===== config.mk =====
export PLATFORM = sky130hd
export DESIGN_NAME = distributed_mutex_node_core
export DESIGN_NICKNAME = d
export VERILOG_FILES = /design/src/hdl/dmn_pkg.sv /design/src/hdl/dmn_ctrl.sv /design/src/hdl/dmn_dp.sv /design/src/hdl/distributed_mutex_node_core.sv
export SDC_FILE = /design/constraint.sdc
export NUM_CORES = 1
export LEC_CHECK = 0
export BUFFER_PORTS_ARGS = -buffer_cell sky130_fd_sc_hd__buf_2
export CAP_MARGIN = 20
export CORE_MARGIN = 4
export CORE_UTILIZATION = 40
export CTS_CLUSTER_SIZE = 28
export DETAILED_ROUTE_END_ITERATION = 8
export PLACE_DENSITY_LB_ADDON = 0.2
export SYNTH_ARGS = -nofsm -noshare
export SYNTH_HDL_FRONTEND = slang
export SYNTH_SLANG_ARGS = --single-unit
export TNS_END_PERCENT = 100

===== constraint.sdc =====
create_clock -name clk -period 4.02 [get_ports clk]
set_input_delay 1.206 -clock clk [delete_from_list [all_inputs] [get_ports clk]]
set_output_delay 1.206 -clock clk [all_outputs]
set_load 0.005 [all_outputs]

===== src/hdl/dmn_pkg.sv =====
package dmn_pkg;

  localparam int MAX_NODES = 16;
  localparam int ID_SLOTS  = 16;
  localparam int NODE_LIMIT = (MAX_NODES < ID_SLOTS) ? MAX_NODES : ID_SLOTS;

  localparam int ID_W   = 5;
  localparam int SEQ_W  = 16;
  localparam int IDX_W  = $clog2(ID_SLOTS);
  localparam int PEND_W = 4;

  localparam logic [SEQ_W-1:0] SEQ_MAX = {SEQ_W{1'b1}};

  typedef enum logic [1:0] {
    OP_ASK     = 2'd0,
    OP_REQUEST = 2'd1,
    OP_REPLY   = 2'd2,
    OP_RELEASE = 2'd3
  } op_t;

  typedef enum logic [1:0] {
    KIND_REQUEST = 2'd0,
    KIND_REPLY   = 2'd1,
    KIND_GRANT   = 2'd2,
    KIND_NONE    = 2'd3
  } kind_t;

  typedef enum logic {
    REG_NODE_COUNT = 1'b0,
    REG_MY_ID      = 1'b1
  } reg_idx_t;

  typedef struct packed {
    logic capture;
    logic execute;
    logic scan;
  } dmn_cmd_t;

  typedef struct packed {
    logic slot_free;
    logic op_scan;
    logic work_empty;
  } dmn_status_t;

endpackage


===== src/hdl/dmn_ctrl.sv =====
module dmn_ctrl (
  input  logic                 clk,
  input  logic                 rst_n,
  input  logic                 in_valid,
  output logic                 in_stall,
  input  dmn_pkg::dmn_status_t status,
  output dmn_pkg::dmn_cmd_t    cmd
);
  import dmn_pkg::*;

  typedef enum logic [2:0] {
    S_IDLE = 3'b001,
    S_EXEC = 3'b010,
    S_SCAN = 3'b100
  } state_t;

  state_t state_r, state_nxt;

  always_comb begin
    state_nxt   = state_r;
    cmd         = '0;
    unique case (state_r)
      S_IDLE: begin
        cmd.capture = in_valid;
        if (in_valid) state_nxt = S_EXEC;
      end
      S_EXEC: begin
        cmd.execute = 1'b1;
        // state update waits until the output slot can take a result
        if (status.slot_free) state_nxt = status.op_scan ? S_SCAN : S_IDLE;
      end
      S_SCAN: begin
        cmd.scan = 1'b1;
        if (status.work_empty) state_nxt = S_IDLE;
      end
      default: state_nxt = S_IDLE;
    endcase
  end

  assign in_stall = (state_r != S_IDLE);

  always_ff @(posedge clk) begin
    if (!rst_n) state_r <= S_IDLE;
    else state_r <= state_nxt;
  end

endmodule


===== src/hdl/dmn_dp.sv =====
module dmn_dp (
  input  logic                               clk,
  input  logic                               rst_n,
  input  dmn_pkg::dmn_cmd_t                  cmd,
  output dmn_pkg::dmn_status_t               status,
  input  logic [1:0]                         in_operation,
  input  logic [dmn_pkg::ID_W-1:0]           in_peer_id,
  input  logic [dmn_pkg::SEQ_W-1:0]          in_peer_sequence,
  input  logic                               cfg_we,
  input  logic                               cfg_index,
  input  logic [dmn_pkg::ID_W-1:0]           cfg_data,
  output logic                               out_valid,
  input  logic                               out_stall,
  output logic [1:0]                         out_kind,
  output logic [dmn_pkg::ID_W-1:0]           out_destination,
  output logic [dmn_pkg::SEQ_W-1:0]          out_sequence_res,
  output logic                               out_last
);
  import dmn_pkg::*;

  localparam logic [ID_W-1:0] LIMIT = ID_W'(NODE_LIMIT);

  logic [ID_W-1:0]     node_count_r, my_id_r;
  op_t                 op_r;
  logic [ID_W-1:0]     pid_r;
  logic [SEQ_W-1:0]    pseq_r;
  logic [SEQ_W-1:0]    own_seq_r, own_seq_nxt;
  logic [SEQ_W-1:0]    high_seq_r, high_seq_nxt;
  logic [PEND_W-1:0]   pending_r, pending_nxt;
  logic                requesting_r, requesting_nxt;
  logic [ID_SLOTS-1:0] deferred_r, deferred_nxt;
  logic [ID_SLOTS-1:0] work_r, work_nxt;
  logic [IDX_W-1:0]    idx_r, idx_nxt;
  kind_t               scan_kind_r, scan_kind_nxt;

  logic                out_valid_r, out_valid_nxt;
  kind_t               out_kind_r, out_kind_nxt;
  logic [ID_W-1:0]     out_dest_r, out_dest_nxt;
  logic [SEQ_W-1:0]    out_seq_r, out_seq_nxt;
  logic                out_last_r, out_last_nxt;

  logic [ID_W-1:0]     n_eff;
  logic [ID_SLOTS-1:0] range_mask, me_mask, idx_bit;
  logic                slot_free;
  logic                ask_ok, req_ok, hold;
  logic [IDX_W-1:0]    pid_idx;
  logic [SEQ_W-1:0]    seq_inc;

  assign n_eff     = (node_count_r > LIMIT) ? LIMIT : node_count_r;
  assign slot_free = !out_valid_r || !out_stall;
  assign pid_idx   = IDX_W'(pid_r - ID_W'(1));
  assign seq_inc   = (high_seq_r == SEQ_MAX) ? high_seq_r : high_seq_r + SEQ_W'(1);

  always_comb begin
    for (int p = 0; p < ID_SLOTS; p++) begin
      range_mask[p] = ((p + 1) <= int'(n_eff));
      me_mask[p]    = ((p + 1) == int'(my_id_r));
      idx_bit[p]    = (p == int'(idx_r));
    end
  end

  assign ask_ok = !requesting_r && (n_eff >= ID_W'(2)) && (my_id_r != '0)
                  && (my_id_r <= n_eff);
  assign req_ok = (pid_r != '0) && (pid_r <= n_eff) && (pid_r != my_id_r);
  assign hold   = requesting_r && ((pseq_r > own_seq_r)
                  || ((pseq_r == own_seq_r) && (pid_r > my_id_r)));

  always_comb begin
    own_seq_nxt    = own_seq_r;
    high_seq_nxt   = high_seq_r;
    pending_nxt    = pending_r;
    requesting_nxt = requesting_r;
    deferred_nxt   = deferred_r;
    work_nxt       = work_r;
    idx_nxt        = idx_r;
    scan_kind_nxt  = scan_kind_r;
    out_valid_nxt  = out_valid_r && out_stall;
    out_kind_nxt   = out_kind_r;
    out_dest_nxt   = out_dest_r;
    out_seq_nxt    = out_seq_r;
    out_last_nxt   = out_last_r;

    if (cmd.execute && slot_free) begin
      idx_nxt = '0;
      unique case (op_r)
        OP_ASK: begin
          if (ask_ok) begin
            requesting_nxt = 1'b1;
            high_seq_nxt   = seq_inc;
            own_seq_nxt    = seq_inc;
            pending_nxt    = PEND_W'(n_eff - ID_W'(1));
            work_nxt       = range_mask & ~me_mask;
            scan_kind_nxt  = KIND_REQUEST;
          end
        end
        OP_REQUEST: begin
          if (req_ok) begin
            if (pseq_r > high_seq_r) high_seq_nxt = pseq_r;
            if (hold) begin
              deferred_nxt[pid_idx] = 1'b1;
            end else begin
              out_valid_nxt = 1'b1;
              out_kind_nxt  = KIND_REPLY;
              out_dest_nxt  = pid_r;
              out_seq_nxt   = '0;
              out_last_nxt  = 1'b1;
            end
          end
        end
        OP_REPLY: begin
          if (pending_r != '0) begin
            pending_nxt = pending_r - PEND_W'(1);
            if ((pending_r == PEND_W'(1)) && requesting_r) begin
              out_valid_nxt = 1'b1;
              out_kind_nxt  = KIND_GRANT;
              out_dest_nxt  = '0;
              out_seq_nxt   = '0;
              out_last_nxt  = 1'b1;
            end
          end
        end
        OP_RELEASE: begin
          requesting_nxt = 1'b0;
          pending_nxt    = '0;
          work_nxt       = deferred_r & range_mask & ~me_mask;
          deferred_nxt   = '0;
          scan_kind_nxt  = KIND_REPLY;
        end
        default: ;
      endcase
    end

    // one id position per cycle; a set position waits for the output slot
    if (cmd.scan && (work_r != '0)) begin
      if (!work_r[idx_r]) begin
        idx_nxt = idx_r + IDX_W'(1);
      end else if (slot_free) begin
        out_valid_nxt = 1'b1;
        out_kind_nxt  = scan_kind_r;
        out_dest_nxt  = ID_W'(idx_r) + ID_W'(1);
        out_seq_nxt   = (scan_kind_r == KIND_REQUEST) ? own_seq_r : '0;
        out_last_nxt  = ((work_r & ~idx_bit) == '0);
        work_nxt      = work_r & ~idx_bit;
        idx_nxt       = idx_r + IDX_W'(1);
      end
    end
  end

  assign status.slot_free  = slot_free;
  assign status.op_scan    = (op_r == OP_ASK) || (op_r == OP_RELEASE);
  assign status.work_empty = (work_r == '0);

  always_ff @(posedge clk) begin
    if (!rst_n) begin
      node_count_r <= ID_W'(2);
      my_id_r      <= ID_W'(1);
      own_seq_r    <= '0;
      high_seq_r   <= '0;
      pending_r    <= '0;
      requesting_r <= 1'b0;
      deferred_r   <= '0;
      work_r       <= '0;
      idx_r        <= '0;
      out_valid_r  <= 1'b0;
    end else begin
      if (cfg_we) begin
        unique case (reg_idx_t'(cfg_index))
          REG_NODE_COUNT: node_count_r <= cfg_data;
          REG_MY_ID:      my_id_r      <= cfg_data;
          default: ;
        endcase
      end
      own_seq_r    <= own_seq_nxt;
      high_seq_r   <= high_seq_nxt;
      pending_r    <= pending_nxt;
      requesting_r <= requesting_nxt;
      deferred_r   <= deferred_nxt;
      work_r       <= work_nxt;
      idx_r        <= idx_nxt;
      out_valid_r  <= out_valid_nxt;
    end
  end

  always_ff @(posedge clk) begin
    if (cmd.capture) begin
      op_r   <= op_t'(in_operation);
      pid_r  <= in_peer_id;
      pseq_r <= in_peer_sequence;
    end
    scan_kind_r <= scan_kind_nxt;
    out_kind_r  <= out_kind_nxt;
    out_dest_r  <= out_dest_nxt;
    out_seq_r   <= out_seq_nxt;
    out_last_r  <= out_last_nxt;
  end

  assign out_valid        = out_valid_r;
  assign out_kind         = out_kind_r;
  assign out_destination  = out_dest_r;
  assign out_sequence_res = out_seq_r;
  assign out_last         = out_last_r;

endmodule


===== src/hdl/distributed_mutex_node_core.sv =====
// One node of Ricart-Agrawala mutual exclusion. Each accepted event is captured
// into registers and then executed once the output slot is free; a peer request
// or reply then leaves at most one result in the output register. Ask and
// release walk the node ids one per cycle in a scan loop, waiting at a set id
// while the output slot is held, until no id remains to be sent, then leave
// the loop. The next event is taken once the scan is done, even if the final
// result still waits in the output register. The user must write node_count
// and my_id only while idle; the block itself does not enforce it.
module distributed_mutex_node_core (
  input  logic                      clk,
  input  logic                      rst_n,
  input  logic                      in_valid,
  output logic                      in_stall,
  input  logic [1:0]                in_operation,
  input  logic [dmn_pkg::ID_W-1:0]  in_peer_id,
  input  logic [dmn_pkg::SEQ_W-1:0] in_peer_sequence,
  output logic                      out_valid,
  input  logic                      out_stall,
  output logic [1:0]                out_kind,
  output logic [dmn_pkg::ID_W-1:0]  out_destination,
  output logic [dmn_pkg::SEQ_W-1:0] out_sequence_res,
  output logic                      out_last,
  input  logic                      cfg_we,
  input  logic                      cfg_index,
  input  logic [dmn_pkg::ID_W-1:0]  cfg_data
);
  import dmn_pkg::*;

  dmn_cmd_t    cmd;
  dmn_status_t status;

  dmn_ctrl u_ctrl (
    .clk      (clk),
    .rst_n    (rst_n),
    .in_valid (in_valid),
    .in_stall (in_stall),
    .status   (status),
    .cmd      (cmd)
  );

  dmn_dp u_dp (
    .clk              (clk),
    .rst_n            (rst_n),
    .cmd              (cmd),
    .status           (status),
    .in_operation     (in_operation),
    .in_peer_id       (in_peer_id),
    .in_peer_sequence (in_peer_sequence),
    .cfg_we           (cfg_we),
    .cfg_index        (cfg_index),
    .cfg_data         (cfg_data),
    .out_valid        (out_valid),
    .out_stall        (out_stall),
    .out_kind         (out_kind),
    .out_destination  (out_destination),
    .out_sequence_res (out_sequence_res),
    .out_last         (out_last)
  );

endmodule


==> results of run 1 <==
## power by group through the flow
| stage | clock [mW] | combinational, mW | sequential (mW) |
|---|---|---|---|
| floorplan | 0 | 0.280 | 1.50 |
| global placement | 0 | 0.422 | 1.54 |
| detailed placement | 0 | 0.423 | 1.53 |
| CTS | 1.55 | 0.424 | 1.51 |
| global route | 1.61 | 0.477 | 1.51 |
| finish | 1.53 | 0.426 | 1.51 |
## sequential cells by signal (all words and copies together), names as in the netlist
| signal | cells |
|---|---|
| u_dp.scan_kind_r | 1 |
| u_dp.op_r | 2 |
| u_dp.deferred_r | 16 |
| u_dp.requesting_r | 1 |
| u_dp.idx_r | 4 |
| u_dp.work_r | 16 |
| u_ctrl.state_r | 3 |
| u_dp.node_count_r | 5 |
| u_dp.pending_r | 4 |
| u_dp.out_kind | 2 |
| u_dp.high_seq_r | 16 |
| u_dp.pid_r | 5 |
| u_dp.my_id_r | 5 |
| u_dp.out_sequence_res | 16 |
| u_dp.out_destination | 5 |
| u_dp.pseq_r | 16 |
| u_dp.own_seq_r | 16 |
| u_dp.out_last | 1 |
| u_dp.out_valid | 1 |
## worst max-delay path by stage
stage	cells after the start	slack, ps	end
2_1_floorplan	9	1050	u_dp.work_r[4]
3_3_place_gp	7	780	u_dp.work_r[1]
3_5_place_dp	7	730	u_dp.work_r[1]
4_1_cts	9	840	u_dp.work_r[0]
5_1_grt	9	570	u_dp.high_seq_r[14]
6_report	9	800	u_dp.high_seq_r[13]
## worst register-to-register path: cells and delay by family, from the launching register on
kind                       cells  cell delay, ps
AOI/OAI and AO/OA              4             990
adders and majority gates      1             210
DFF                            1             500
and+or+nand+nor                4            1440
## logic make-up after synthesis
logic type	after synthesis	synth area share, %
compound gates	272	23.15
xor+xnor	17	1.886
fa+ha+maj	63	9.984
buf+inv	113	5.848
flops	135	37.27
mux	14	2.583
simple gates	313	19.27
## final cells by class
type / instances / area share [%]
multi-input combinational: 679 / 50.05
inverter: 61 / 2.552
sequential: 135 / 32.80
clock buffer: 19 / 4.825
clock inverter: 13 / 1.450
tap: 265 / 3.695
timing repair buffer: 75 / 4.630
## Yosys cell counts (all sizes together), types with 19 or more instances
library cell  instances
dfxtp               111
nor2                 92
a21oi                85
nand2                78
ha                   63
inv                  61
clkbuf               42
o21ai                35
nand3                30
edfxtp               24
nor3                 24
a211oi               21
nand4                19
## layer usage
layer  up-vias  wire length, um
met2       247             9383
li1       3489                -
met4         0              417
met5         -                0
met3        30             1471
met1      3353            12030
==> metrics.txt, run 1 <==
# TYPE chip_impl_metric gauge
chip_impl_metric{name="design_power_total",unit="mW"} 3.458
chip_impl_metric{name="dr.first_iter.drc_count",unit=""} 595
chip_impl_metric{name="drt-wirelength-per-cell",unit="um"} 18.68
chip_impl_metric{name="start_util",unit="%"} 40.57
chip_impl_metric{name="floorplan.rows",unit=""} 51
chip_impl_info{name="end_kind",value="flop"} 1
chip_impl_metric{name="layout.cell_area.non_filler",unit="um2"} 8972
chip_impl_metric{name="diodes",unit=""} 0
chip_impl_info{name="cts-root-buf",value="clkbuf_16"} 1
chip_impl_metric{name="number_of_cells_traversed_by_the_worst_hold_path",unit=""} 1
chip_impl_metric{name="synth_cells",unit=""} 927
chip_impl_metric{name="share_seq_of_total_power",unit="%"} 43.6
chip_impl_metric{name="globalRouteMet1Util",unit="%"} 32.99
chip_impl_metric{name="clkSinkCount",unit=""} 135
chip_impl_metric{name="post_synth.cell_area_avg",unit="um2"} 8.517
chip_impl_info{name="critical_path.reg2reg.endpoint",value="u_dp.high_seq_r[13]"} 1
chip_impl_metric{name="wire_length_of_the_first_global_routing_pass",unit="um"} 36540
chip_impl_metric{name="synth.cell_area",unit="um2"} 7895
chip_impl_metric{name="synth_fp_nets",unit=""} 1024
chip_impl_info{name="critPathSlowestCell",value="or4_1"} 1
chip_impl_metric{name="share_comb_of_total_power",unit="%"} 12.3
chip_impl_metric{name="peakVddDrop",unit="mV"} 0.2812
chip_impl_metric{name="grt_util_met2",unit="%"} 28.87
chip_impl_info{name="synthDominantAreaCellType",value="dfxtp_1"} 1
chip_impl_metric{name="path_clk_slew",unit="ps"} 60
chip_impl_info{name="grt_setup_unrepaired",value="false"} 1
chip_impl_metric{name="worst-endpoint-arrival",unit="ps"} 3580
chip_impl_metric{name="die_w",unit="um"} 148.5
chip_impl_metric{name="finClkSkew",unit="ps"} 6.615
chip_impl_metric{name="multi_input_comb_area",unit="um2"} 4491
chip_impl_metric{name="place_congestion",unit=""} 0.9141
chip_impl_metric{name="antenna_found_initial",unit=""} 0
chip_impl_metric{name="yosys_reg_bits",unit=""} 135
chip_impl_metric{name="drtAntennaViolNets",unit=""} 0
chip_impl_metric{name="dp_hpwl",unit="um"} 17050
chip_impl_metric{name="drt_pre_antenna_iters",unit=""} 5
chip_impl_metric{name="sw_frac_of_total",unit="%"} 27.28
chip_impl_info{name="timing.hold.worst.start",value="u_dp.out_sequence_res[13]"} 1
chip_impl_info{name="outcome",value="finished clean"} 1
chip_impl_info{name="netlist_top_cells_area",value="dfxtp_1, ha_1, edfxtp_1"} 1
chip_impl_metric{name="highest_achievable_clock_rate",unit="MHz"} 310.4
chip_impl_metric{name="routed-via-count",unit=""} 7119
chip_impl_metric{name="area_growth_from_synthesis_to_layout",unit="%"} 13.65
chip_impl_metric{name="path_buf_inv",unit=""} 0
chip_impl_info{name="timing.critical_path.cells",value="nor2b_1, ha_1, nand2b_1, a21oi_1, o31ai_1, a31o_2, nand2_1, or4_1, a21oi_1"} 1
chip_impl_metric{name="io_buffer_count",unit=""} 59
chip_impl_metric{name="worst_ep_required_time",unit="ps"} 4380
chip_impl_metric{name="ys_types",unit=""} 70
chip_impl_metric{name="h-tree-depth",unit=""} 4
chip_impl_info{name="timing.critical_path.from",value="u_dp.node_count_r[0]"} 1
chip_impl_info{name="clock_tree_from_tritoncts",value="yes"} 1
chip_impl_metric{name="globalRouteOverflowTotal",unit=""} 0
chip_impl_info{name="worst_path_dominant_cell_family",value="simple AND/OR/NAND/NOR gates"} 1
chip_impl_metric{name="synth-warning-count",unit=""} 0
chip_impl_metric{name="synth-edff-count",unit=""} 24
chip_impl_metric{name="design.die.area",unit="um2"} 22050
chip_impl_metric{name="cell_internal_power",unit="mW"} 2.515
chip_impl_metric{name="post_cts.repair.setup_buffers",unit=""} 0
chip_impl_metric{name="post_cts_resized",unit=""} 0
chip_impl_info{name="setup.worst_path.class",value="flop to flop"} 1
chip_impl_metric{name="post-synth-top-area-fraction",unit="%"} 28.15
chip_impl_metric{name="synth.yosys.seq_area_share",unit="%"} 37.27
chip_impl_metric{name="critical_path.max_stage_delay",unit="ps"} 630
chip_impl_metric{name="fin_setup_tns",unit="ps"} 0
chip_impl_metric{name="pin_count_of_the_biggest_net_entering_global_routing",unit=""} 45
chip_impl_metric{name="globalRouteTotalUtil",unit="%"} 21.18
chip_impl_info{name="grt.busiest_layer",value="met1"} 1
chip_impl_metric{name="n_fill_cell",unit=""} 1915
chip_impl_info{name="ys.flop_type",value="dfxtp_1"} 1
chip_impl_metric{name="tritoncts.num_buffers",unit=""} 17
chip_impl_metric{name="via_count_of_the_first_global_routing_pass",unit=""} 6505
chip_impl_info{name="regToRegStartpoint",value="u_dp.node_count_r[0]"} 1
chip_impl_metric{name="worstMarginPinSlew",unit="ps"} 963.3
chip_impl_metric{name="met3_track_utilization_from_global_routing",unit="%"} 4.266
chip_impl_metric{name="fin_worst_hold_slack",unit="ps"} 467.3
chip_impl_metric{name="layout-drive-gt1-share",unit="%"} 12.32
chip_impl_metric{name="synth_async_sr_flop_share",unit="%"} 0
chip_impl_metric{name="cts-root-to-sink-buffers",unit=""} 2
chip_impl_info{name="min_to",value="u_dp.out_sequence_res[13]"} 1
chip_impl_metric{name="finalSetupViolCount",unit=""} 0
chip_impl_metric{name="clock_power_share",unit="%"} 44.1
chip_impl_info{name="final_cell_mix",value="dfxtp_1, nor2_1, a21oi_1, nand2_1, ha_1"} 1
chip_impl_metric{name="worst_slew_margin_rel",unit="%"} 35.78
chip_impl_metric{name="via_per_inst",unit=""} 5.709
chip_impl_metric{name="finalHoldViolCount",unit=""} 0
chip_impl_metric{name="timing.reg2reg.setup_slack",unit="ps"} 800
chip_impl_metric{name="boundaryPins",unit=""} 60
chip_impl_metric{name="final_net_count",unit=""} 1066
chip_impl_metric{name="dpl-instance-area",unit="um2"} 8409
chip_impl_metric{name="place_worst_setup_slack",unit="ps"} 728.1
chip_impl_metric{name="min_period_over_period",unit="%"} 80.15
chip_impl_info{name="worst_path_most_repeated_cell",value="a21oi_1"} 1
chip_impl_metric{name="placed_cells_incl_taps",unit=""} 1215
chip_impl_metric{name="power.switching",unit="mW"} 0.9433
chip_impl_metric{name="timing_max_transition_violations_final",unit=""} 0
chip_impl_info{name="startpoint_type",value="flop"} 1
chip_impl_metric{name="layout.area.seq",unit="um2"} 2943
chip_impl_metric{name="power_leakage",unit="nW"} 3.303
chip_impl_metric{name="post-route-worst-setup-slack",unit="ps"} 798.0
chip_impl_metric{name="cts_hold_buffers",unit=""} 0
chip_impl_metric{name="worst_skew_pair.late_latency",unit="ps"} 430
chip_impl_metric{name="drcViolationCount",unit=""} 0
chip_impl_metric{name="timing.critical_path.fanout_max",unit=""} 16
chip_impl_info{name="hold_path.class",value="flop to flop"} 1
chip_impl_metric{name="drv.max_cap_violation_count",unit=""} 0
chip_impl_metric{name="rr_worst_depth",unit=""} 9
chip_impl_metric{name="non_filler_instances",unit=""} 1247
chip_impl_metric{name="final_util",unit="%"} 46.10
chip_impl_metric{name="post-route-min-period",unit="ps"} 3222
chip_impl_info{name="mostFrequentLayoutCell",value="dfxtp_1"} 1
chip_impl_metric{name="die_h",unit="um"} 148.5
chip_impl_metric{name="drt-total-wl",unit="um"} 23300
chip_impl_metric{name="area_of_the_core",unit="um2"} 19460
chip_impl_metric{name="pwr_density_cell",unit="nW/um2"} 385.4
Power figures use the tool's default switching activity.
==> run 2, diff against run 1 <==
==> constraint.sdc (replaced) <==
create_clock -name clk -period 2.88 [get_ports clk]
set_input_delay 0.864 -clock clk [delete_from_list [all_inputs] [get_ports clk]]
set_output_delay 0.864 -clock clk [all_outputs]
set_load 0.005 [all_outputs]
==> run 2 against run 1 <==
Worst hold slack improved by 3.6 ps; non-clock buffer count rose by 50; register-to-register slack got worse by 670 ps; maximum frequency rose by 17%; count of clock-buffer cells in the layout did not move; critical path type unchanged; largest power group unchanged.
==> metrics.txt, run 2 (synthesized netlist as in run 1, its figures left out) <==
# TYPE chip_impl_metric gauge
chip_impl_metric{name="tritoncts.num_buffers",unit=""} 17
chip_impl_metric{name="peakVddDrop",unit="mV"} 0.3754
chip_impl_metric{name="via_count_of_the_first_global_routing_pass",unit=""} 6837
chip_impl_metric{name="post-route-min-period",unit="ps"} 2756
chip_impl_metric{name="area_of_the_core",unit="um2"} 19460
chip_impl_info{name="end_kind",value="flop"} 1
chip_impl_metric{name="area_growth_from_synthesis_to_layout",unit="%"} 19.83
chip_impl_metric{name="n_fill_cell",unit=""} 1923
chip_impl_info{name="startpoint_type",value="flop"} 1
chip_impl_metric{name="highest_achievable_clock_rate",unit="MHz"} 362.9
chip_impl_metric{name="h-tree-depth",unit=""} 4
chip_impl_metric{name="boundaryPins",unit=""} 60
chip_impl_metric{name="place_congestion",unit=""} 0.9194
chip_impl_metric{name="start_util",unit="%"} 40.57
chip_impl_metric{name="diodes",unit=""} 0
chip_impl_metric{name="timing.reg2reg.setup_slack",unit="ps"} 120
chip_impl_metric{name="io_buffer_count",unit=""} 59
chip_impl_metric{name="dr.first_iter.drc_count",unit=""} 696
chip_impl_info{name="outcome",value="finished clean"} 1
chip_impl_info{name="min_to",value="u_dp.out_sequence_res[14]"} 1
chip_impl_info{name="cts-root-buf",value="clkbuf_16"} 1
chip_impl_metric{name="power_leakage",unit="nW"} 3.600
chip_impl_metric{name="drt_pre_antenna_iters",unit=""} 8
chip_impl_metric{name="finClkSkew",unit="ps"} 10.85
chip_impl_info{name="final_cell_mix",value="dfxtp_1, nor2_1, a21oi_1, nand2_1, buf_4"} 1
chip_impl_info{name="critical_path.reg2reg.endpoint",value="u_dp.out_sequence_res[11]"} 1
chip_impl_metric{name="dp_hpwl",unit="um"} 17780
chip_impl_info{name="timing.hold.worst.start",value="u_dp.out_sequence_res[14]"} 1
chip_impl_metric{name="worstMarginPinSlew",unit="ps"} 759.8
chip_impl_metric{name="path_clk_slew",unit="ps"} 70
chip_impl_info{name="clock_tree_from_tritoncts",value="yes"} 1
chip_impl_metric{name="fin_worst_hold_slack",unit="ps"} 470.8
chip_impl_metric{name="final_util",unit="%"} 48.61
chip_impl_metric{name="layout-drive-gt1-share",unit="%"} 17.25
chip_impl_metric{name="fin_setup_tns",unit="ps"} 0
chip_impl_metric{name="routed-via-count",unit=""} 7274
chip_impl_metric{name="clkSinkCount",unit=""} 135
chip_impl_metric{name="design.die.area",unit="um2"} 22050
chip_impl_info{name="setup.worst_path.class",value="flop to flop"} 1
chip_impl_metric{name="globalRouteTotalUtil",unit="%"} 21.69
chip_impl_metric{name="min_period_over_period",unit="%"} 95.68
chip_impl_metric{name="worst-endpoint-arrival",unit="ps"} 3080
chip_impl_metric{name="drt-total-wl",unit="um"} 23610
chip_impl_metric{name="worst_slew_margin_rel",unit="%"} 49.29
chip_impl_info{name="mostFrequentLayoutCell",value="dfxtp_1"} 1
chip_impl_metric{name="worst_skew_pair.late_latency",unit="ps"} 440
chip_impl_metric{name="wire_length_of_the_first_global_routing_pass",unit="um"} 37450
chip_impl_metric{name="rr_worst_depth",unit=""} 9
chip_impl_metric{name="die_w",unit="um"} 148.5
chip_impl_metric{name="die_h",unit="um"} 148.5
chip_impl_metric{name="number_of_cells_traversed_by_the_worst_hold_path",unit=""} 1
chip_impl_metric{name="dpl-instance-area",unit="um2"} 8777
chip_impl_metric{name="drt-wirelength-per-cell",unit="um"} 18.20
chip_impl_metric{name="timing_max_transition_violations_final",unit=""} 0
chip_impl_metric{name="antenna_found_initial",unit=""} 0
chip_impl_info{name="hold_path.class",value="flop to flop"} 1
chip_impl_metric{name="drtAntennaViolNets",unit=""} 0
chip_impl_metric{name="via_per_inst",unit=""} 5.608
chip_impl_metric{name="cts-root-to-sink-buffers",unit=""} 2
chip_impl_metric{name="pin_count_of_the_biggest_net_entering_global_routing",unit=""} 38
chip_impl_metric{name="globalRouteOverflowTotal",unit=""} 0
chip_impl_metric{name="drcViolationCount",unit=""} 0
chip_impl_metric{name="drv.max_cap_violation_count",unit=""} 0
chip_impl_metric{name="floorplan.rows",unit=""} 51
chip_impl_metric{name="finalHoldViolCount",unit=""} 0
chip_impl_metric{name="pwr_density_cell",unit="nW/um2"} 542.9
chip_impl_metric{name="final_net_count",unit=""} 1116
chip_impl_info{name="grt_setup_unrepaired",value="true"} 1
chip_impl_metric{name="worst_ep_required_time",unit="ps"} 3210
chip_impl_metric{name="finalSetupViolCount",unit=""} 0
chip_impl_metric{name="layout.cell_area.non_filler",unit="um2"} 9460
chip_impl_metric{name="timing.critical_path.fanout_max",unit=""} 16
chip_impl_info{name="regToRegStartpoint",value="u_dp.pseq_r[2]"} 1
==> run 2: changes by cell type in the layout (fill, tap and decap cells not counted), moves of 2 or more <==
cell	before	now
clkinvlp_4	3	0
clkinv_2	4	0
inv_6	1	4
a2111oi_0	3	1
buf_4	16	66
inv_8	0	2
clkinv_4	1	3
==> run 2: final cells by class <==
| type | instances | area (um2) | share of cell area (%) |
|---|---|---|---|
| timing repair buffer | 125 | 790.8 | 8.359 |
| inverter | 61 | 229.0 | 2.420 |
| clock inverter | 13 | 180.2 | 1.905 |
| tap | 265 | 331.6 | 3.505 |
| multi-input combinational | 679 | 4531 | 47.89 |
| sequential | 135 | 2944 | 31.12 |
| clock buffer | 19 | 454.2 | 4.801 |
==> run 2: worst max-delay path, stage by stage, from the launching register on <==
cell       delay, ps
edfxtp_1         410
ha_1             340
a21o_1           200
a21oi_1          230
a2111oi_4        110
or4b_1           590
nand4_1          190
a31oi_4          140
buf_4            240
a22o_1           190
==> run 2: per-layer routing <==
layer / global-route usage, % / up-vias / share of wire (%) / wire length (um)
met5: 0 / - / 0 / 0
met4: 7.344 / 0 / 2.0 / 483
met3: 4.936 / 46 / 6.5 / 1529
met2: 31.42 / 242 / 42 / 9827
met1: 31.75 / 3393 / 50 / 11770
li1: - / 3593 / - / -
==> run 2: through the flow <==
step	instances	power [mW]	setup WS (ps)
detailed placement	1264	2.782	22.47
CTS	1296	5.159	44.80
floorplan	927	2.491	239.5
global route	1297	5.343	-20.46
global placement	1264	2.780	74.09
finish	1297	5.136	124.4
==> run 2: how the worst max path moves through the flow <==
stage | from | end | cells past startpoint
after CTS | u_dp.node_count_r[4] | u_dp.high_seq_r[4] | 10
after detailed placement | u_dp.pseq_r[14] | u_dp.out_sequence_res[8] | 8
final | u_dp.pseq_r[2] | u_dp.out_sequence_res[11] | 9
after floorplan | u_dp.node_count_r[1] | u_dp.high_seq_r[0] | 11
after global routing | u_dp.own_seq_r[2] | u_dp.out_sequence_res[11] | 10
after global placement | u_dp.pseq_r[10] | u_dp.out_sequence_res[10] | 8
==> run 2: timing repair <==
action / in CTS / in global routing
buffers inserted: 0 / 1
resized for setup: 1 / 9
pin swaps: 0 / 0
hold buffers: 0 / 0
endpoints found under the setup margin: 2 / 26
==> run 2: where the power goes <==
group	switching, mW	internal, mW	total (mW)
Clock	0.937	1.44	2.38
Combinational	0.392	0.277	0.669
Sequential	0.0801	2.01	2.09
Total	1.41	3.73	5.14
==> run 3, diff against run 2 <==
--- a/config.mk
+++ b/config.mk
@@ -7,6 +7,8 @@
 export LEC_CHECK = 0
 export BUFFER_PORTS_ARGS = -buffer_cell sky130_fd_sc_hd__buf_2
 export CAP_MARGIN = 20
+export CELL_PAD_IN_SITES_DETAIL_PLACEMENT = 0
+export CELL_PAD_IN_SITES_GLOBAL_PLACEMENT = 1
 export CORE_MARGIN = 4
 export CORE_UTILIZATION = 40
 export CTS_CLUSTER_SIZE = 28
@@ -14,5 +16,6 @@
 export PLACE_DENSITY_LB_ADDON = 0.2
 export SYNTH_ARGS = -nofsm -noshare
 export SYNTH_HDL_FRONTEND = slang
+export SYNTH_HIERARCHICAL = 1
 export SYNTH_SLANG_ARGS = --single-unit
 export TNS_END_PERCENT = 100
==> constraint.sdc (replaced) <==
create_clock -name clk -period 2.6 [get_ports clk]
set_input_delay 0.78 -clock clk [delete_from_list [all_inputs] [get_ports clk]]
set_output_delay 0.78 -clock clk [all_outputs]
set_load 0.005 [all_outputs]
==> run 3 against run 2 <==
The flow now finishes with violations (setup timing); synthesized cell count fell by 3.7%; combinational power rose by 11%; non-clock buffer count rose by 56; setup slack got worse by 310 ps; register-to-register slack got worse by 310 ps; clock power fell by 2%; clock skew barely moved; die area fell by 1.3%; critical path depth rose by 3; count of clock-buffer cells in the layout did not move; sequential share of layout area fell by 2.0 points; worst hold slack got worse by 4.3 ps.
==> metrics.txt, run 3 <==
# TYPE chip_impl_metric gauge
chip_impl_info{name="outcome",value="finished, violations left"} 1
chip_impl_info{name="violations",value="setup timing"} 1
chip_impl_metric{name="routed-via-count",unit=""} 7372
chip_impl_metric{name="timing.reg2reg.setup_slack",unit="ps"} -190
chip_impl_metric{name="worstMarginPinSlew",unit="ps"} 924.3
chip_impl_metric{name="post_synth.cell_area_avg",unit="um2"} 8.719
chip_impl_metric{name="finalSetupViolCount",unit=""} 49
chip_impl_metric{name="fin_worst_hold_slack",unit="ps"} 466.5
chip_impl_metric{name="fin_setup_tns",unit="ps"} -5395
chip_impl_metric{name="clkSinkCount",unit=""} 135
chip_impl_info{name="mostFrequentLayoutCell",value="buf_4"} 1
chip_impl_info{name="hold_path.class",value="flop to flop"} 1
chip_impl_info{name="synthDominantAreaCellType",value="dfxtp_1"} 1
chip_impl_metric{name="ys_types",unit=""} 81
chip_impl_metric{name="power_leakage",unit="nW"} 3.877
chip_impl_metric{name="worst-endpoint-arrival",unit="ps"} 3140
chip_impl_metric{name="dp_hpwl",unit="um"} 17450
chip_impl_metric{name="cell_internal_power",unit="mW"} 3.872
chip_impl_metric{name="post-synth-top-area-fraction",unit="%"} 28.54
chip_impl_metric{name="yosys_reg_bits",unit=""} 135
chip_impl_info{name="startpoint_type",value="flop"} 1
chip_impl_metric{name="rr_worst_depth",unit=""} 12
chip_impl_metric{name="synth_cells",unit=""} 893
chip_impl_metric{name="via_per_inst",unit=""} 5.581
chip_impl_metric{name="globalRouteTotalUtil",unit="%"} 21.49
chip_impl_metric{name="wire_length_of_the_first_global_routing_pass",unit="um"} 37160
chip_impl_metric{name="floorplan.rows",unit=""} 50
chip_impl_metric{name="timing_max_transition_violations_final",unit=""} 0
chip_impl_metric{name="tritoncts.num_buffers",unit=""} 17
chip_impl_info{name="end_kind",value="flop"} 1
chip_impl_metric{name="synth-edff-count",unit=""} 24
chip_impl_metric{name="start_util",unit="%"} 41.08
chip_impl_info{name="regToRegStartpoint",value="u_dp/pid_r[1]"} 1
chip_impl_metric{name="area_of_the_core",unit="um2"} 18960
chip_impl_metric{name="clock_power_share",unit="%"} 43.8
chip_impl_info{name="timing.hold.worst.start",value="u_dp/out_sequence_res[4]"} 1
chip_impl_metric{name="die_h",unit="um"} 147.5
chip_impl_metric{name="drv.max_cap_violation_count",unit=""} 0
chip_impl_metric{name="number_of_cells_traversed_by_the_worst_hold_path",unit=""} 1
chip_impl_info{name="grt_setup_unrepaired",value="true"} 1
chip_impl_metric{name="post-route-min-period",unit="ps"} 2786
chip_impl_metric{name="post-route-worst-setup-slack",unit="ps"} -185.7
chip_impl_info{name="yosysMostFrequentCell",value="dfxtp_1"} 1
chip_impl_metric{name="dr.first_iter.drc_count",unit=""} 534
chip_impl_info{name="ys.flop_type",value="dfxtp_1"} 1
chip_impl_info{name="ys_top_cells_by_count",value="dfxtp_1, nor2_1, nand2_1, a21oi_1, ha_1"} 1
chip_impl_metric{name="cts_hold_buffers",unit=""} 0
chip_impl_info{name="clock_tree_from_tritoncts",value="yes"} 1
chip_impl_metric{name="synth.cell_area",unit="um2"} 7786
chip_impl_info{name="cts-root-buf",value="clkbuf_16"} 1
chip_impl_metric{name="cts-root-to-sink-buffers",unit=""} 2
chip_impl_metric{name="design.die.area",unit="um2"} 21760
chip_impl_info{name="min_to",value="u_dp/out_sequence_res[4]"} 1
chip_impl_metric{name="finClkSkew",unit="ps"} 10.84
chip_impl_metric{name="synth_fp_nets",unit=""} 989
chip_impl_metric{name="worst_skew_pair.late_latency",unit="ps"} 420
chip_impl_metric{name="drtAntennaViolNets",unit=""} 0
chip_impl_metric{name="area_growth_from_synthesis_to_layout",unit="%"} 30.05
chip_impl_metric{name="worst_ep_required_time",unit="ps"} 2960
chip_impl_metric{name="h-tree-depth",unit=""} 4
chip_impl_info{name="setup.worst_path.class",value="flop to flop"} 1
chip_impl_info{name="netlist_top_cells_area",value="dfxtp_1, ha_1, edfxtp_1"} 1
chip_impl_metric{name="synth.yosys.seq_area_share",unit="%"} 37.80
chip_impl_metric{name="peakVddDrop",unit="mV"} 0.3872
chip_impl_info{name="final_cell_mix",value="buf_4, dfxtp_1, nor2_1, nand2_1, inv_1"} 1
chip_impl_metric{name="share_comb_of_total_power",unit="%"} 13.9
chip_impl_metric{name="drcViolationCount",unit=""} 0
chip_impl_metric{name="sw_frac_of_total",unit="%"} 27.22
chip_impl_metric{name="min_period_over_period",unit="%"} 107.1
chip_impl_metric{name="diodes",unit=""} 0
chip_impl_metric{name="layout-drive-gt1-share",unit="%"} 27.24
chip_impl_metric{name="path_clk_slew",unit="ps"} 60
chip_impl_metric{name="finalHoldViolCount",unit=""} 0
chip_impl_metric{name="drt-wirelength-per-cell",unit="um"} 17.88
chip_impl_metric{name="via_count_of_the_first_global_routing_pass",unit=""} 6853
chip_impl_metric{name="boundaryPins",unit=""} 60
chip_impl_metric{name="pwr_density_cell",unit="nW/um2"} 525.4
chip_impl_metric{name="final_net_count",unit=""} 1144
chip_impl_metric{name="place_congestion",unit=""} 0.8664
chip_impl_metric{name="timing.critical_path.fanout_max",unit=""} 4
chip_impl_metric{name="antenna_found_initial",unit=""} 0
chip_impl_metric{name="final_util",unit="%"} 53.42
chip_impl_metric{name="synth-warning-count",unit=""} 6
chip_impl_metric{name="drt_pre_antenna_iters",unit=""} 7
chip_impl_metric{name="power.switching",unit="mW"} 1.448
chip_impl_metric{name="highest_achievable_clock_rate",unit="MHz"} 359.0
chip_impl_metric{name="die_w",unit="um"} 147.5
chip_impl_metric{name="drt-total-wl",unit="um"} 23610
chip_impl_info{name="critical_path.reg2reg.endpoint",value="u_dp/deferred_r[10]"} 1
chip_impl_metric{name="n_fill_cell",unit=""} 1795
chip_impl_metric{name="share_seq_of_total_power",unit="%"} 42.3
chip_impl_metric{name="pin_count_of_the_biggest_net_entering_global_routing",unit=""} 41
chip_impl_metric{name="globalRouteOverflowTotal",unit=""} 0
chip_impl_metric{name="io_buffer_count",unit=""} 59
chip_impl_metric{name="worst_slew_margin_rel",unit="%"} 38.38
chip_impl_metric{name="synth_async_sr_flop_share",unit="%"} 0
run 3: through the flow:
step / instances / setup WS, ps / power, mW / area, um2
finish: 1321 / -185.7 / 5.320 / 10130
global route: 1321 / -349.6 / 5.527 / 10130
CTS: 1308 / -144.5 / 5.270 / 9692
detailed placement: 1271 / -169.3 / 2.918 / 9051
global placement: 1271 / -130.2 / 2.917 / 9051
floorplan: 893 / 12.71 / 2.643 / 7836
run 3: worst max-delay path by stage:
| stage | from | end | slack [ps] | depth (start not counted) |
|---|---|---|---|---|
| after global routing | u_dp/pseq_r[9] | u_dp/deferred_r[2] | -350 | 10 |
| after global placement | u_dp/pseq_r[13] | u_dp/deferred_r[14] | -130 | 9 |
| after detailed placement | u_dp/pseq_r[13] | u_dp/deferred_r[14] | -170 | 9 |
| after floorplan | u_dp/node_count_r[3] | u_dp/deferred_r[14] | 10 | 10 |
| after CTS | u_dp/pseq_r[13] | u_dp/deferred_r[10] | -140 | 9 |
| final | u_dp/pid_r[1] | u_dp/deferred_r[10] | -190 | 12 |
run 3: cell type report:
type | count | area [um2] | share of cell area, %
tap | 260 | 325.3 | 3.213
multi-input combinational | 650 | 4771 | 47.11
clock buffer | 19 | 442.9 | 4.374
timing repair buffer | 181 | 1276 | 12.60
inverter | 63 | 244.0 | 2.409
sequential | 135 | 2950 | 29.14
clock inverter | 13 | 116.4 | 1.149
run 3: kinds of logic after synthesis:
kind of cell / count (synthesis) / share of synthesized area, %
multiplexers: 20 / 3.535
AND/OR/NAND/NOR: 317 / 20.07
flip-flops: 135 / 37.80
adder cells (fa/ha/maj): 62 / 9.963
XOR/XNOR: 15 / 1.687
AO/OA/AOI/OAI: 236 / 21.16
buffers and inverters: 108 / 5.785
run 3: power by group through the flow:
stage | Clock, mW | Sequential (mW) | Combinational (mW)
2_1_floorplan | 0 | 2.28 | 0.358
3_3_place_gp | 0 | 2.29 | 0.632
3_5_place_dp | 0 | 2.29 | 0.633
4_1_cts | 2.38 | 2.24 | 0.653
5_1_grt | 2.47 | 2.25 | 0.809
6_report | 2.33 | 2.25 | 0.740
run 3: per-layer routing:
metal  wire [um]  vias to the layer above  global-route usage [%]
met2        9607                      257                   30.47
li1            -                     3605                       -
met1       12130                     3482                   33.19
met3        1530                       28                   3.495
met4         350                        0                   6.477
met5           0                        -                       0
run 3: repair_timing:
action                     CTS  global route
gates cloned                 0             1
hold endpoints to repair     0             0
gates resized for setup     12            68
setup endpoints to repair   54            89
pin swaps                   10            24
buffers inserted             5            12
run 3: critical path: stages (launching register included):
cell	delay, ps
edfxtp_1	460
buf_6	170
ha_1	260
nand4_1	150
nor2_4	80
a31oi_4	190
o41ai_2	90
buf_4	150
o41a_1	460
buf_4	170
nor4b_4	320
a31oi_1	140
nor2_1	90
